===== src/rtl/core/bsgd_pkg.sv =====
// Shared constants, types and arithmetic helpers of the ranking update block.
package bsgd_pkg;

  localparam int FEATURES_DEF      = 10;
  localparam int USER_ENTRIES_DEF  = 1024;
  localparam int PHOTO_ENTRIES_DEF = 1024;
  localparam int POST_ENTRIES_DEF  = 1024;
  localparam int VALUE_WIDTH_DEF   = 32;

  localparam logic [1:0] CMD_WRITE = 2'd0;
  localparam logic [1:0] CMD_TRAIN = 2'd1;
  localparam logic [1:0] CMD_READ  = 2'd2;

  localparam logic [1:0] TBL_USER  = 2'd0;
  localparam logic [1:0] TBL_PHOTO = 2'd1;
  localparam logic [1:0] TBL_POST  = 2'd2;

  localparam logic KIND_POST = 1'b1;

  localparam logic REG_LEARN_RATE = 1'b0;
  localparam logic REG_REG_WEIGHT = 1'b1;

  localparam logic [15:0] LEARN_RATE_RST = 16'd655;
  localparam logic [15:0] REG_WEIGHT_RST = 16'd0;

  localparam logic STATUS_OK  = 1'b0;
  localparam logic STATUS_BAD = 1'b1;

  // 65536/(1+e^x) for x = 0, 0.5, ..., 8
  localparam logic [15:0] W_TAB [17] = '{
    16'd32768, 16'd24743, 16'd17625, 16'd11955, 16'd7812, 16'd4971, 16'd3108,
    16'd1921, 16'd1179, 16'd720, 16'd439, 16'd267, 16'd162, 16'd98, 16'd60,
    16'd36, 16'd22
  };

  typedef logic signed [63:0] wide_t;

  typedef struct packed {
    logic  start;
    logic  frac;
    wide_t a;
    wide_t b;
  } mul_req_t;

  typedef struct packed {
    logic  done;
    wide_t prod;
  } mul_rsp_t;

  // Saturating 64-bit add
  function automatic wide_t sadd(input wide_t a, input wide_t b);
    wide_t s;
    s = a + b;
    if (a[63] == b[63] && s[63] != a[63]) begin
      s = a[63] ? {1'b1, 63'd0} : {1'b0, {63{1'b1}}};
    end
    return s;
  endfunction

  // Saturating 64-bit subtract
  function automatic wide_t ssub(input wide_t a, input wide_t b);
    wide_t d;
    d = a - b;
    if (a[63] != b[63] && d[63] != a[63]) begin
      d = a[63] ? {1'b1, 63'd0} : {1'b0, {63{1'b1}}};
    end
    return d;
  endfunction

  // 1 - sigmoid from the table, t holds |x| in Q3.16
  function automatic logic [15:0] weight(input logic neg, input logic big,
                                         input logic [18:0] t);
    logic [3:0]  idx;
    logic [14:0] fr;
    logic [15:0] hi;
    logic [15:0] lo;
    logic [15:0] span;
    logic [30:0] step;
    logic [16:0] w;
    idx  = t[18:15];
    fr   = t[14:0];
    hi   = W_TAB[idx];
    lo   = W_TAB[5'(idx) + 5'd1];
    span = hi - lo;
    step = 31'(span) * 31'(fr);
    w    = big ? 17'(W_TAB[16]) : 17'(hi) - 17'(step[30:15]);
    if (neg) begin
      w = 17'd65536 - w;
      if (w > 17'd65535) begin
        w = 17'd65535;
      end
    end
    return w[15:0];
  endfunction

endpackage


===== src/rtl/core/bsgd_mul.sv =====
// Shared signed multiplier: 64x64 from four 32x32 partial products, shift, saturate.
module bsgd_mul #(
  parameter int FRAC = bsgd_pkg::VALUE_WIDTH_DEF - 4
) (
  input  logic               clk,
  input  logic               rst,
  input  bsgd_pkg::mul_req_t req,
  output bsgd_pkg::mul_rsp_t rsp
);

  logic         busy;
  logic [2:0]   cnt;
  logic [63:0]  ua;
  logic [63:0]  ub;
  logic         neg;
  logic         frac;
  logic [63:0]  pp;
  logic [1:0]   ppsh;
  logic [127:0] acc;
  logic [127:0] pp_wide;
  logic [127:0] shifted;
  logic [63:0]  q;
  logic         over;
  logic [31:0]  ah;
  logic [31:0]  bh;
  logic         done_q;
  bsgd_pkg::wide_t prod_q;

  assign ah = cnt[1] ? ua[63:32] : ua[31:0];
  assign bh = cnt[0] ? ub[63:32] : ub[31:0];

  // place the last partial product at its weight
  always_comb begin
    case (ppsh)
      2'd0:    pp_wide = {64'd0, pp};
      2'd1:    pp_wide = {32'd0, pp, 32'd0};
      default: pp_wide = {pp, 64'd0};
    endcase
  end

  // truncate toward zero, flag overflow of the signed 64-bit range
  assign shifted = frac ? (acc >> FRAC) : (acc >> 16);
  assign q       = shifted[63:0];
  assign over    = |shifted[127:63];

  assign rsp = '{done: done_q, prod: prod_q};

  // control
  always_ff @(posedge clk) begin
    if (rst) begin
      busy   <= 1'b0;
      cnt    <= '0;
      done_q <= 1'b0;
    end else begin
      done_q <= 1'b0;
      if (req.start) begin
        busy <= 1'b1;
        cnt  <= '0;
      end else if (busy) begin
        cnt <= cnt + 3'd1;
        if (cnt == 3'd5) begin
          busy   <= 1'b0;
          done_q <= 1'b1;
        end
      end
    end
  end

  // datapath: magnitudes in, one partial product a cycle, then sign and saturate
  always_ff @(posedge clk) begin
    if (req.start) begin
      ua   <= req.a[63] ? 64'd0 - 64'(req.a) : 64'(req.a);
      ub   <= req.b[63] ? 64'd0 - 64'(req.b) : 64'(req.b);
      neg  <= req.a[63] ^ req.b[63];
      frac <= req.frac;
      acc  <= '0;
    end else if (busy) begin
      if (cnt <= 3'd3) begin
        pp   <= 64'(ah) * 64'(bh);
        ppsh <= 2'(cnt[1]) + 2'(cnt[0]);
      end
      if (cnt >= 3'd1 && cnt <= 3'd4) begin
        acc <= acc + pp_wide;
      end
      if (cnt == 3'd5) begin
        if (neg) begin
          prod_q <= over ? {1'b1, 63'd0} : bsgd_pkg::wide_t'(64'd0 - q);
        end else begin
          prod_q <= over ? {1'b0, {63{1'b1}}} : bsgd_pkg::wide_t'(q);
        end
      end
    end
  end

endmodule


===== config.mk =====
export PLATFORM = sky130hd
export DESIGN_NAME = bsgd_mul
export DESIGN_NICKNAME = d
export VERILOG_FILES = /design/src/rtl/core/bsgd_pkg.sv /design/src/rtl/core/bsgd_mul.sv
export SDC_FILE = /design/constraint.sdc
export NUM_CORES = 2
export LEC_CHECK = 0
export ABC_CLOCK_PERIOD_IN_PS = 14810
export BUFFER_PORTS_ARGS = -buffer_cell sky130_fd_sc_hd__buf_2
export CAP_MARGIN = 15
export CORE_ASPECT_RATIO = 1.2
export CORE_MARGIN = 10
export CORE_UTILIZATION = 35
export DETAILED_ROUTE_END_ITERATION = 6
export GPL_TIMING_DRIVEN = 0
export PLACE_DENSITY = 0.48
export SETUP_SLACK_MARGIN = 0.2
export SYNTH_ARGS = -nofsm -noshare
export SYNTH_HDL_FRONTEND = slang
export SYNTH_SLANG_ARGS = --single-unit

===== constraint.sdc =====
create_clock -name clk -period 14.81 [get_ports clk]
set_clock_uncertainty 0.2 [all_clocks]
set_input_delay 0 -clock clk [delete_from_list [all_inputs] [get_ports clk]]
set_output_delay 0 -clock clk [all_outputs]
set_load 0.005 [all_outputs]

==> results.tsv <==
stage	metric	value	unit
status	status	finished clean	
logic_synthesis	synth_common_cells	inv_1, nand2_1, fa_1	
final_layout	post-route-util	40.55	%
sta	finalSetupViolations	0	
logic_synthesis	synth_flop_cell	edfxtp_1	
logic_synthesis	synth_area_leaders	fa_1, edfxtp_1, ha_1, inv_1, nand2_1	
global_routing	grt_max_degree	92	
global_routing	grt_pass1_vias	54730	
drt	wirelength_met1	96.08	mm
floorplanning	core-area	170900	µm²
clocking	cts_sinks	393	
floorplanning	io_pins	197	
logic_synthesis	synth_warnings	0	
drt	wl_met2	124.1	mm
floorplanning	num_rows	166	
job	cap_violations	0	
clocking	insertion_delay	0.66	ns
final_layout	drive_gt1_share	5.764	%
global_routing	grt_antenna_before_repair	3	
placed_design	port-buffer-count	194	
drt	drt-wirelength-per-cell	25.36	µm
placed_design	hpwl	213.2	mm
floorplanning	start_util	35.30	%
clocking	clock_path_buffers	3	
sta	final-hold-violation-count	0	
sta	fin_setup_tns	0	ns
logic_synthesis	yosysTopAreaCell	fa_1	
drt	wl_met3	12.56	mm
sta	rsz0062_at_grt	false	
global_routing	grt_usage	25.90	%
drt	drtIter0Drc	3249	
global_routing	grt_pass1_wl	364.9	mm
setup_path	r2r_cells	29	
drt	dr.pass1.iters	6	
clocking	holdBufCountCts	304	
logic_synthesis	netlist_area	60350	µm²
worst_hold_path	holdPathStages	3	
clocking	clkTransAtPathRegs	0.06	ns
logic_synthesis	ys_seq_elements	393	
sta	clock.fmax	76.14	MHz
drt	dr_total_vias	51880	
sta	worst_pin_slew	1.310	ns
drt	wl	249.8	mm
worst_hold_path	min_path_type	input pin to flip-flop	
sta	relSlewSlack	12.66	%
logic_synthesis	synth_top_area_share	29.76	%
setup_path	cp-start-kind	flip-flop	
drt	via_per_inst	5.266	
sta	fin_crit	13.13	ns
setup_path	slowest_delay	1.09	ns
clocking	htreeDepth	2	
logic_synthesis	ys_types	71	
final_layout	synthToLayoutAreaGrowth	14.87	%
logic_synthesis	syn_avg_cell_area	8.664	µm²
global_routing	grt-ovfl-total	0	
clocking	post_cts_resized	0	
clocking	post_cts_buffers	0	
clocking	cts_tree	done	
floorplanning	design.die.area	189500	µm²
clocking	clockRootBuffer	clkbuf_16	
logic_synthesis	synthCells	6965	
floorplanning	die_x	399.1	µm
drt	drcViolationCount	0	
final_layout	nets	8967	
setup_path	cpMostUsedCell	fa_1	
drt	ant_nets	0	
setup_path	cp_max_fo	10	
setup_path	cp_slowest_cell	mux2i_1	
placed_design	place.gp.congestion	0.9743	
logic_synthesis	syn_nets	8391	
clocking	cts_made_buffers	49	
sta	period_share	88.68	%
logic_synthesis	async_flop_share	0	%
floorplanning	die_h	474.9	µm
setup_path	endpoint_kind	flip-flop	
logic_synthesis	synth_edf_count	260	
drt	maxUsedRoutingLayer	met5	
setup_path	worstPathArrival	13.32	ns
sta	slew_violations	0	
logic_synthesis	yosysSeqAreaShare	17.35	%
setup_path	crit_required	15.00	ns
setup_path	path_class	flip-flop to flip-flop	
==> area by class of cell <==
cell class | instances | area (µm²)
Multi-Input combinational cell | 5265 | 45040
Fill cell | 17400 | 101600
Antenna cell | 2 | 5.005
Timing Repair Buffer | 525 | 4342
Inverter | 930 | 3491
Clock inverter | 31 | 402.9
Tap cell | 2268 | 2838
Clock buffer | 60 | 1310
Buffer | 377 | 1423
Sequential cell | 393 | 10470
==> final timing paths <==
| kind | from | end | slack, ns |
|---|---|---|---|
| worst max register to register | cnt[1] | pp[57] | 1.68 |
| worst min register to register | acc[6] | acc[6] | 0.26 |
| worst max-delay path | cnt[1] | pp[57] | 1.68 |
| worst min-delay path | req[52] | ub[52] | 0.05 |
==> per-layer routing <==
metal	vias up	track usage (%)
li1	23810	-
met1	25860	29.67
met2	1686	46.26
met3	509	3.238
met4	4	14.68
met5	-	0
==> cell families (layout without fill, tap and decap cells) <==
| group | Yosys count | count (layout) | synth area share (%) |
|---|---|---|---|
| buffers and inverters | 1307 | 1923 | 8.142 |
| adder cells (fa/ha/maj) | 1294 | 1294 | 37.99 |
| AO/OA/AOI/OAI | 1118 | 1118 | 11.32 |
| AND/OR/NAND/NOR | 2290 | 2290 | 16.42 |
| flip-flops | 393 | 393 | 17.35 |
| other | 0 | 2 | 0 |
| XOR/XNOR | 340 | 340 | 4.935 |
| multiplexers | 223 | 223 | 3.842 |
==> cell usage in the layout (no fill, tap or decap), drive strengths merged, types with 82 or more instances in the layout <==
| master | netlist | final |
|---|---|---|
| a21o | 111 | 111 |
| a21oi | 379 | 379 |
| and2 | 82 | 82 |
| buf | 37 | 258 |
| clkbuf | 340 | 400 |
| dfxtp | 133 | 133 |
| dlygate4sd3 | 0 | 304 |
| edfxtp | 260 | 260 |
| fa | 897 | 897 |
| ha | 397 | 397 |
| inv | 930 | 938 |
| mux2i | 154 | 154 |
| nand2 | 930 | 930 |
| nand4 | 93 | 93 |
| nor2 | 819 | 819 |
| o21ai | 296 | 296 |
| xnor2 | 268 | 268 |
==> critical path: cells and delay by family, from the launching register on <==
kind,cells,cell delay [ns]
flip-flops,1,0.35
AND/OR/NAND/NOR,2,0.32
multiplexers,1,1.09
XOR/XNOR,1,0.15
buffers and inverters,8,2.85
AO/OA/AOI/OAI,8,3.40
adder cells (fa/ha/maj),9,4.46
==> sequential cells by signal (all words and copies together), names as in the netlist <==
| signal | count |
|---|---|
| acc | 128 |
| busy | 1 |
| cnt | 3 |
| done_q | 1 |
| frac | 1 |
| neg | 1 |
| pp | 64 |
| ppsh | 2 |
| prod_q | 64 |
| ua | 64 |
| ub | 64 |
==> per-stage QoR <==
stage | instance area (µm²) | hold WS [ns] | setup WS [ns] | cells
after floorplan | 60350 | -0.1276 | 5.611 | 6965
after global placement | 64160 | 0.01903 | 1.649 | 9427
after detailed placement | 64520 | 0.01948 | 1.631 | 9451
after CTS | 69280 | 0.005393 | 1.601 | 9846
after global routing | 69320 | 0.05811 | 1.200 | 9850
final | 69320 | 0.04937 | 1.676 | 9851
Power is not shown: default switching activity piles up to over one toggle a cycle in this logic, so the estimate is an artifact.
